### src/sv/sepq_pkg.sv
// shared constants and codes for the sorted event priority queue
package sepq_pkg;

	localparam int TIME_W         = 32;
	localparam int STATUS_W       = 2;
	localparam int DEF_CAPACITY   = 16;
	localparam int DEF_TAG_BITS   = 8;

	localparam logic KIND_INSERT = 1'b0;
	localparam logic KIND_REMOVE = 1'b1;

	localparam logic [STATUS_W-1:0] ST_OK    = 2'd0;
	localparam logic [STATUS_W-1:0] ST_FULL  = 2'd1;
	localparam logic [STATUS_W-1:0] ST_EMPTY = 2'd2;

endpackage

### src/sv/sepq_ram.sv
// single-port-write, single-port-read event store with registered read data
module sepq_ram #(
	parameter int DEPTH  = 16,
	parameter int WIDTH  = 40,
	parameter int ADDR_W = 4
) (
	input  logic              clk,
	input  logic              we,
	input  logic [ADDR_W-1:0] waddr,
	input  logic [WIDTH-1:0]  wdata,
	input  logic              re,
	input  logic [ADDR_W-1:0] raddr,
	output logic [WIDTH-1:0]  rdata
);

	logic [WIDTH-1:0] mem [DEPTH];
	logic [WIDTH-1:0] rdata_q;

	always_ff @(posedge clk) begin
		if (we) begin
			mem[waddr] <= wdata;
		end
	end

	always_ff @(posedge clk) begin
		if (re) begin
			rdata_q <= mem[raddr];
		end
	end

	assign rdata = rdata_q;

endmodule

### src/sv/sepq_ctrl.sv
// queue sequencer: circular sorted list in memory, head pop and tail-side insert shift
module sepq_ctrl import sepq_pkg::*; #(
	parameter int CAPACITY = DEF_CAPACITY,
	parameter int TAG_BITS = DEF_TAG_BITS,
	parameter int ADDR_W   = $clog2(CAPACITY),
	parameter int CNT_W    = $clog2(CAPACITY + 1),
	parameter int ENT_W    = TIME_W + TAG_BITS
) (
	input  logic                clk,
	input  logic                arst_n,
	input  logic                in_valid,
	output logic                in_ready,
	input  logic                in_kind,
	input  logic [TIME_W-1:0]   in_time,
	input  logic [TAG_BITS-1:0] in_tag,
	output logic                ram_we,
	output logic [ADDR_W-1:0]   ram_waddr,
	output logic [ENT_W-1:0]    ram_wdata,
	output logic                ram_re,
	output logic [ADDR_W-1:0]   ram_raddr,
	input  logic [ENT_W-1:0]    ram_rdata,
	output logic                res_valid,
	input  logic                res_ready,
	output logic [STATUS_W-1:0] res_status,
	output logic [TIME_W-1:0]   res_time,
	output logic [TAG_BITS-1:0] res_tag,
	output logic [CNT_W-1:0]    res_count
);

	typedef enum logic [4:0] {
		S_IDLE = 5'b00001,
		S_RD   = 5'b00010,
		S_SCAN = 5'b00100,
		S_PUT  = 5'b01000,
		S_DONE = 5'b10000
	} state_t;

	state_t              state_q, state_d;
	logic [ADDR_W-1:0]   head_q, head_d;
	logic [CNT_W-1:0]    count_q, count_d;
	logic [ADDR_W-1:0]   idx_q, idx_d;
	logic [TIME_W-1:0]   time_q, time_d;
	logic [TAG_BITS-1:0] tag_q, tag_d;
	logic [STATUS_W-1:0] status_q, status_d;
	logic [TIME_W-1:0]   rtime_q, rtime_d;
	logic [TAG_BITS-1:0] rtag_q, rtag_d;

	logic [ADDR_W:0]     cnt_last;
	logic [ADDR_W:0]     idx_next;
	logic [ADDR_W:0]     idx_prev;
	logic [ADDR_W-1:0]   head_inc;
	logic [TIME_W-1:0]   rd_time;
	logic                rd_later;

	function automatic logic [ADDR_W-1:0] phys(input logic [ADDR_W-1:0] base,
		input logic [ADDR_W:0] offs);
		logic [ADDR_W:0] sum;
		sum = {1'b0, base} + offs;
		if (sum >= (ADDR_W+1)'(CAPACITY)) begin
			sum = sum - (ADDR_W+1)'(CAPACITY);
		end
		return sum[ADDR_W-1:0];
	endfunction

	assign cnt_last = (ADDR_W+1)'(count_q) - (ADDR_W+1)'(1);
	assign idx_next = {1'b0, idx_q} + (ADDR_W+1)'(1);
	assign idx_prev = {1'b0, idx_q} - (ADDR_W+1)'(1);
	assign head_inc = phys(head_q, (ADDR_W+1)'(1));
	assign rd_time  = ram_rdata[TIME_W-1:0];
	assign rd_later = rd_time > time_q;

	assign in_ready   = (state_q == S_IDLE);
	assign res_valid  = (state_q == S_DONE);
	assign res_status = status_q;
	assign res_time   = rtime_q;
	assign res_tag    = rtag_q;
	assign res_count  = count_q;

	always_comb begin
		state_d   = state_q;
		head_d    = head_q;
		count_d   = count_q;
		idx_d     = idx_q;
		time_d    = time_q;
		tag_d     = tag_q;
		status_d  = status_q;
		rtime_d   = rtime_q;
		rtag_d    = rtag_q;
		ram_we    = 1'b0;
		ram_waddr = head_q;
		ram_wdata = {tag_q, time_q};
		ram_re    = 1'b0;
		ram_raddr = head_q;
		unique case (state_q)
			S_IDLE: begin
				if (in_valid) begin
					time_d   = in_time;
					tag_d    = in_tag;
					status_d = ST_OK;
					rtime_d  = '0;
					rtag_d   = '0;
					if (in_kind == KIND_INSERT) begin
						if (count_q == CNT_W'(CAPACITY)) begin
							status_d = ST_FULL;
							state_d  = S_DONE;
						end else if (count_q == '0) begin
							ram_we    = 1'b1;
							ram_waddr = head_q;
							ram_wdata = {in_tag, in_time};
							count_d   = count_q + CNT_W'(1);
							state_d   = S_DONE;
						end else begin
							ram_re    = 1'b1;
							ram_raddr = phys(head_q, cnt_last);
							idx_d     = cnt_last[ADDR_W-1:0];
							state_d   = S_SCAN;
						end
					end else begin
						if (count_q == '0) begin
							status_d = ST_EMPTY;
							state_d  = S_DONE;
						end else begin
							ram_re    = 1'b1;
							ram_raddr = head_q;
							state_d   = S_RD;
						end
					end
				end
			end
			S_RD: begin
				rtime_d = rd_time;
				rtag_d  = ram_rdata[ENT_W-1:TIME_W];
				head_d  = head_inc;
				count_d = count_q - CNT_W'(1);
				state_d = S_DONE;
			end
			S_SCAN: begin
				ram_we    = 1'b1;
				ram_waddr = phys(head_q, idx_next);
				if (rd_later) begin
					// move the later event up one slot, keep walking down
					ram_wdata = ram_rdata;
					if (idx_q == '0) begin
						state_d = S_PUT;
					end else begin
						ram_re    = 1'b1;
						ram_raddr = phys(head_q, idx_prev);
						idx_d     = idx_prev[ADDR_W-1:0];
					end
				end else begin
					ram_wdata = {tag_q, time_q};
					count_d   = count_q + CNT_W'(1);
					state_d   = S_DONE;
				end
			end
			S_PUT: begin
				ram_we    = 1'b1;
				ram_waddr = head_q;
				ram_wdata = {tag_q, time_q};
				count_d   = count_q + CNT_W'(1);
				state_d   = S_DONE;
			end
			S_DONE: begin
				if (res_ready) begin
					state_d = S_IDLE;
				end
			end
			default: begin
				state_d = S_IDLE;
			end
		endcase
	end

	always_ff @(posedge clk or negedge arst_n) begin
		if (!arst_n) begin
			state_q <= S_IDLE;
			head_q  <= '0;
			count_q <= '0;
			idx_q   <= '0;
		end else begin
			state_q <= state_d;
			head_q  <= head_d;
			count_q <= count_d;
			idx_q   <= idx_d;
		end
	end

	always_ff @(posedge clk) begin
		time_q   <= time_d;
		tag_q    <= tag_d;
		status_q <= status_d;
		rtime_q  <= rtime_d;
		rtag_q   <= rtag_d;
	end

	a_count_bound: assert property (@(posedge clk) disable iff (!arst_n)
		count_q <= CNT_W'(CAPACITY))
		else $error("stored count beyond capacity");

	a_no_write_idle: assert property (@(posedge clk) disable iff (!arst_n)
		!(ram_we && ((state_q == S_IDLE && in_kind == KIND_REMOVE) || state_q == S_RD
		|| state_q == S_DONE)))
		else $error("memory write outside an insert");

	a_pop_read: assert property (@(posedge clk) disable iff (!arst_n)
		(in_valid && in_ready && in_kind == KIND_REMOVE && count_q != '0)
		|=> (state_q == S_RD && head_q == $past(head_q)))
		else $error("remove did not go to the head read");

	a_result_hold: assert property (@(posedge clk) disable iff (!arst_n)
		(res_valid && !res_ready) |=> (res_valid && $stable(res_status)
		&& $stable(res_time) && $stable(res_tag) && $stable(res_count)))
		else $error("result changed while held");

endmodule

### src/sv/sepq_out.sv
// result register between the sequencer and the master side
module sepq_out import sepq_pkg::*; #(
	parameter int TAG_BITS = DEF_TAG_BITS,
	parameter int CNT_W    = $clog2(DEF_CAPACITY + 1)
) (
	input  logic                clk,
	input  logic                arst_n,
	input  logic                in_valid,
	output logic                in_ready,
	input  logic [STATUS_W-1:0] in_status,
	input  logic [TIME_W-1:0]   in_time,
	input  logic [TAG_BITS-1:0] in_tag,
	input  logic [CNT_W-1:0]    in_count,
	output logic                out_valid,
	input  logic                out_ready,
	output logic [STATUS_W-1:0] out_status,
	output logic [TIME_W-1:0]   out_time,
	output logic [TAG_BITS-1:0] out_tag,
	output logic [CNT_W-1:0]    out_count
);

	logic                valid_q;
	logic [STATUS_W-1:0] status_q;
	logic [TIME_W-1:0]   time_q;
	logic [TAG_BITS-1:0] tag_q;
	logic [CNT_W-1:0]    count_q;
	logic                load;

	assign in_ready = !valid_q || out_ready;
	assign load     = in_valid && in_ready;

	always_ff @(posedge clk or negedge arst_n) begin
		if (!arst_n) begin
			valid_q <= 1'b0;
		end else if (in_ready) begin
			valid_q <= in_valid;
		end
	end

	always_ff @(posedge clk) begin
		if (load) begin
			status_q <= in_status;
			time_q   <= in_time;
			tag_q    <= in_tag;
			count_q  <= in_count;
		end
	end

	assign out_valid  = valid_q;
	assign out_status = status_q;
	assign out_time   = time_q;
	assign out_tag    = tag_q;
	assign out_count  = count_q;

endmodule

### src/sv/sorted_event_priority_queue_unit.sv
// sorted event priority queue, top level with stream ports
//
//  group | dir | tuser         | tdata (lowest bit up)
//  s_*   | in  | kind          | event_time, event_tag
//  m_*   | out | status        | removed_time, removed_tag, count
//
// remove: one head read, then the result
// insert: a tail read, then each stored event later than the new one moves up a slot (one shift per cycle)
// insert into empty, insert when full, remove when empty: no memory read, straight to the result
// reset clears the state, count, head and scan index; the event memory needs no clearing
// a stalled master side holds one result and the next item is taken meanwhile
module sorted_event_priority_queue_unit import sepq_pkg::*; #(
	parameter int CAPACITY = DEF_CAPACITY,
	parameter int TAG_BITS = DEF_TAG_BITS,
	localparam int CNT_W   = $clog2(CAPACITY + 1),
	localparam int IN_W    = ((TIME_W + TAG_BITS + 7) / 8) * 8,
	localparam int OUT_W   = ((TIME_W + TAG_BITS + CNT_W + 7) / 8) * 8
) (
	input  logic                 clk,
	input  logic                 arst_n,
	input  logic                 s_tvalid,
	output logic                 s_tready,
	input  logic [0:0]           s_tuser,  // kind
	input  logic [IN_W-1:0]      s_tdata,  // event_time, event_tag
	output logic                 m_tvalid,
	input  logic                 m_tready,
	output logic [STATUS_W-1:0]  m_tuser,  // status
	output logic [OUT_W-1:0]     m_tdata   // removed_time, removed_tag, count
);

	localparam int ADDR_W = $clog2(CAPACITY);
	localparam int ENT_W  = TIME_W + TAG_BITS;

	logic                ram_we;
	logic [ADDR_W-1:0]   ram_waddr;
	logic [ENT_W-1:0]    ram_wdata;
	logic                ram_re;
	logic [ADDR_W-1:0]   ram_raddr;
	logic [ENT_W-1:0]    ram_rdata;

	logic                res_valid;
	logic                res_ready;
	logic [STATUS_W-1:0] res_status;
	logic [TIME_W-1:0]   res_time;
	logic [TAG_BITS-1:0] res_tag;
	logic [CNT_W-1:0]    res_count;

	logic [TIME_W-1:0]   out_time;
	logic [TAG_BITS-1:0] out_tag;
	logic [CNT_W-1:0]    out_count;

	sepq_ram #(
		.DEPTH  (CAPACITY),
		.WIDTH  (ENT_W),
		.ADDR_W (ADDR_W)
	) u_ram (
		.clk   (clk),
		.we    (ram_we),
		.waddr (ram_waddr),
		.wdata (ram_wdata),
		.re    (ram_re),
		.raddr (ram_raddr),
		.rdata (ram_rdata)
	);

	sepq_ctrl #(
		.CAPACITY (CAPACITY),
		.TAG_BITS (TAG_BITS),
		.ADDR_W   (ADDR_W),
		.CNT_W    (CNT_W),
		.ENT_W    (ENT_W)
	) u_ctrl (
		.clk        (clk),
		.arst_n     (arst_n),
		.in_valid   (s_tvalid),
		.in_ready   (s_tready),
		.in_kind    (s_tuser[0]),
		.in_time    (s_tdata[TIME_W-1:0]),
		.in_tag     (s_tdata[TIME_W +: TAG_BITS]),
		.ram_we     (ram_we),
		.ram_waddr  (ram_waddr),
		.ram_wdata  (ram_wdata),
		.ram_re     (ram_re),
		.ram_raddr  (ram_raddr),
		.ram_rdata  (ram_rdata),
		.res_valid  (res_valid),
		.res_ready  (res_ready),
		.res_status (res_status),
		.res_time   (res_time),
		.res_tag    (res_tag),
		.res_count  (res_count)
	);

	sepq_out #(
		.TAG_BITS (TAG_BITS),
		.CNT_W    (CNT_W)
	) u_out (
		.clk        (clk),
		.arst_n     (arst_n),
		.in_valid   (res_valid),
		.in_ready   (res_ready),
		.in_status  (res_status),
		.in_time    (res_time),
		.in_tag     (res_tag),
		.in_count   (res_count),
		.out_valid  (m_tvalid),
		.out_ready  (m_tready),
		.out_status (m_tuser),
		.out_time   (out_time),
		.out_tag    (out_tag),
		.out_count  (out_count)
	);

	assign m_tdata = OUT_W'({out_count, out_tag, out_time});

endmodule
### config.mk
export PLATFORM = sky130hd
export DESIGN_NAME = sorted_event_priority_queue_unit
export DESIGN_NICKNAME = d
export VERILOG_FILES = /design/src/sv/sepq_pkg.sv /design/src/sv/sepq_ram.sv /design/src/sv/sepq_ctrl.sv /design/src/sv/sepq_out.sv /design/src/sv/sorted_event_priority_queue_unit.sv
export SDC_FILE = /design/constraint.sdc
export NUM_CORES = 1
export LEC_CHECK = 0
export BUFFER_PORTS_ARGS = -buffer_cell sky130_fd_sc_hd__buf_2
export CORE_MARGIN = 10
export CORE_UTILIZATION = 60
export CTS_BUF_LIST = sky130_fd_sc_hd__clkbuf_2 sky130_fd_sc_hd__clkbuf_4 sky130_fd_sc_hd__clkbuf_8
export DETAILED_ROUTE_END_ITERATION = 7
export PLACE_DENSITY = 0.77
export SETUP_SLACK_MARGIN = 0.2
export SLEW_MARGIN = 20
export SYNTH_ARGS = -nofsm -noshare
export SYNTH_HDL_FRONTEND = slang
export SYNTH_SLANG_ARGS = --single-unit
### constraint.sdc
create_clock -name clk -period 12.09 [get_ports clk]
set_input_delay 1.8135 -clock clk [delete_from_list [all_inputs] [get_ports clk]]
set_output_delay 1.8135 -clock clk [all_outputs]
set_load 0.1 [all_outputs]
==> impl_metrics.tcl <==
set metrics [dict create \
    outcome "complete, no violations" \
    finalHoldViolations 0 \
    drv_cap 0 \
    tns_ps 0 \
    crit_path_start "u_ram.rdata[19]$_DFFE_PP_" \
    fillers 3650 \
    synth_edf_count 809 \
    tightest_slew_ps 1072 \
    dieHeight_um 257.1 \
    clkPwrFrac_pct 22.5 \
    r2r_cells 13 \
    synth_most_common_cell "edfxtp_1" \
    wirelength_mm 87.92 \
    clock-sinks 828 \
    grt_antenna_before_repair 3 \
    synthCells 2267 \
    htreeDepth 4 \
    ys_warn_count 0 \
    clkLatencyLatePin_ps 800 \
    p_per_area_nw_per_um2 277.3 \
    synthTopCellsByArea "edfxtp_1 (72%), nor3_1 (4.7%), a211oi_1 (3.2%), and3_1 (2.9%), nor4b_1 (2.0%)" \
    io_pins 97 \
    drc_errors 0 \
    num_rows 86 \
    synth_top_area_cell "edfxtp_1" \
    grtUsageTotal_pct 26.10 \
    fin_crit_ps 6695 \
    holdPathStages 0 \
    netlist_area_um2 33730 \
    hold_ws_ps 402.3 \
    post_cts_buffers 0 \
    area_growth_pct 11.38 \
    overflow 0 \
    routed_via_density 6.782 \
    ys_types 62 \
    seqPwrFrac_pct 39.9 \
    startpoint_type "flip-flop" \
    max_freq_mhz 149.4 \
    combPwrFrac_pct 37.5 \
    grt_first_pass_wirelength_mm 131.0 \
    synth_flop_cell "edfxtp_1" \
    avgSynthCellArea_um2 14.88 \
    tritoncts "done" \
    drt_iter0_markers 3115 \
    fin_skew_ps 29.60 \
    final_max_slew_viol_count 0 \
    core_um2 55420 \
    numCtsBuffers 133 \
    layout-drive-gt1-share_pct 16.31 \
    root_buffer "clkbuf_8" \
    cts_resized 0 \
    crit_fanout 147 \
    num_vias 21756 \
    cts_max_path_buffers 3 \
    synth_common_cells "edfxtp_1 (809), nor3_1 (317), and3_1 (158)" \
    layout_worst_path_cycle_share_pct 55.38 \
    synth-seq-area-share_pct 73.44 \
    clk_pin_slew_ps 70 \
    die_x_um 257.1 \
    detail-route-antenna-nets 0 \
    firstDrtPassIters 5 \
    finalCoreUtilization_pct 67.79 \
    irDropWorstVdd_v 0.0002252 \
    rsz0062_at_grt "false" \
    slew_headroom_pct 28.55 \
    worstReg2RegStart "u_ram.rdata[19]$_DFFE_PP_" \
    criticalPathCategory "reg -> reg" \
    rrSetupSlack_ps 5400 \
    leakagePower_nw 12.73 \
    critPathRequiredTime_ps 12740 \
    synth_seq_cells 828 \
    dp_hpwl_mm 43.25 \
    end_kind "flip-flop" \
    endpoint "u_ram.rdata[37]$_DFFE_PP_" \
    intPower_mw 6.348 \
    grt_pass1_vias 21488 \
    ys_async_sr_fraction_pct 2.295 \
    dieArea_um2 66100 \
    cts_hold_buf 0 \
    r2r-end "u_ram.rdata[37]$_DFFE_PP_" \
    start_util_pct 60.86 \
    p_sw_share_pct 39.06 \
    p_sw_mw 4.069 \
    yosysTopAreaCellShare_pct 72.03 \
    port_buffers 93 \
    setup_viol 0 \
    avgRoutedWirePerCell_um 27.41 \
    gp_congestion 0.8286 \
    min_path_type "reg -> reg" \
    arrival_ps 7350 \
    nets 2453 \
    grt_max_degree 158 \
]
-- cell type report --
type	instances	area (um2)	share of cell area, %
clock buffer	193	2331	6.205
clock inverter	40	251.5	0.6695
multi-input combinational	1175	8129	21.64
sequential	828	24770	65.94
inverter	88	330.3	0.8793
antenna	2	5.005	0.01332
timing repair buffer	134	813.3	2.165
tap	748	935.9	2.491
-- power groups by stage --
| stage | Sequential, mW | Combinational (mW) | Clock [mW] |
|---|---|---|---|
| after floorplan | 4.26 | 2.61 | 0 |
| after global placement | 4.20 | 3.67 | 0 |
| after detailed placement | 4.21 | 3.81 | 0 |
| after CTS | 4.16 | 3.83 | 2.37 |
| after global routing | 4.18 | 4.19 | 2.50 |
| final | 4.16 | 3.91 | 2.35 |
-- flip-flops by register name, indices dropped and copies added, names as in the netlist --
register and flops:
u_out.out_time 32, u_out.out_tag 8, u_ram.rdata 40, u_out.out_status 2, u_ctrl.res_count 5, u_ctrl.idx_q 4, u_ctrl.res_status 2, u_ram.mem 640
u_ctrl.res_time 32, u_out.out_count 5, u_ctrl.time_q 32, u_out.out_valid 1, u_ctrl.res_tag 8, u_ctrl.state_q 5, u_ctrl.tag_q 8, u_ctrl.head_q 4
-- kinds of logic after synthesis --
| group | count (synthesis) | synth area share, % |
|---|---|---|
| AO/OA/AOI/OAI | 268 | 6.240 |
| XOR/XNOR | 20 | 0.5194 |
| adder cells (fa/ha/maj) | 48 | 1.847 |
| buffers and inverters | 266 | 3.150 |
| flip-flops | 828 | 73.44 |
| multiplexers | 10 | 0.3413 |
| other | 1 | 0.01112 |
| AND/OR/NAND/NOR | 826 | 14.45 |
-- cells in the final DEF (no fill, tap or decap), types with 12 or more instances in the layout --
cell | Yosys | layout
nor4b_1 | 78 | 78
nor4_1 | 81 | 81
nor3_1 | 317 | 317
and2_1 | 41 | 41
clkbuf_8 | 0 | 141
nor2_4 | 0 | 21
nor2_1 | 33 | 12
dfrtp_1 | 18 | 18
nand2_1 | 32 | 29
or4_1 | 40 | 40
clkinv_1 | 0 | 21
buf_2 | 12 | 93
and3_1 | 158 | 157
clkbuf_4 | 0 | 52
inv_1 | 88 | 87
a222oi_1 | 40 | 40
edfxtp_1 | 809 | 809
ha_1 | 45 | 45
o21ai_0 | 13 | 13
a21oi_1 | 23 | 23
buf_4 | 5 | 37
a211oi_1 | 146 | 146
-- per-layer routing --
| layer | vias up | global-route usage [%] | share of wire [%] |
|---|---|---|---|
| met5 | - | 0 | 0 |
| met4 | 0 | 12.16 | 3.5 |
| met3 | 225 | 6.997 | 12 |
| met2 | 1627 | 40.84 | 47 |
| met1 | 10677 | 33.71 | 37 |
| li1 | 9227 | - | - |
-- worst max-delay path, cell delays in order (launching register included) --
cell and delay (ps):
edfxtp_1 420, ha_1 340, nand4_1 300, nor4_1 830, a211o_1 240, a21oi_2 40, a31o_4 260, or3_4 640
nand2_8 820, buf_4 810, buf_4 860, a211oi_1 180, nor4b_1 440, or4_1 160
-- through the flow --
step / cell area [um2] / std cells / setup slack [ps] / power, mW
2_1_floorplan: 33730 / 2269 / 7360 / 6.862
3_3_place_gp: 34940 / 2972 / 5704 / 7.865
3_5_place_dp: 34950 / 2972 / 5564 / 8.021
4_1_cts: 37530 / 3205 / 5572 / 10.35
5_1_grt: 37570 / 3208 / 5175 / 10.88
6_report: 37570 / 3208 / 5395 / 10.42
-- worst min-delay path by stage --
stage | to | slack [ps] | start
2_1_floorplan | u_out.out_status[0]$_DFFE_PP_ | 400 | u_ctrl.res_status[0]$_SDFFCE_PP0P_
5_1_grt | u_out.out_time[18]$_DFFE_PP_ | 410 | u_ctrl.res_time[18]$_SDFFCE_PN0P_
4_1_cts | u_out.out_time[18]$_DFFE_PP_ | 400 | u_ctrl.res_time[18]$_SDFFCE_PN0P_
3_3_place_gp | u_out.out_time[26]$_DFFE_PP_ | 400 | u_ctrl.res_time[26]$_SDFFCE_PN0P_
3_5_place_dp | u_out.out_time[17]$_DFFE_PP_ | 400 | u_ctrl.res_time[17]$_SDFFCE_PN0P_
6_report | u_out.out_time[18]$_DFFE_PP_ | 400 | u_ctrl.res_time[18]$_SDFFCE_PN0P_
Note: power is estimated with default switching activity, not from simulation.
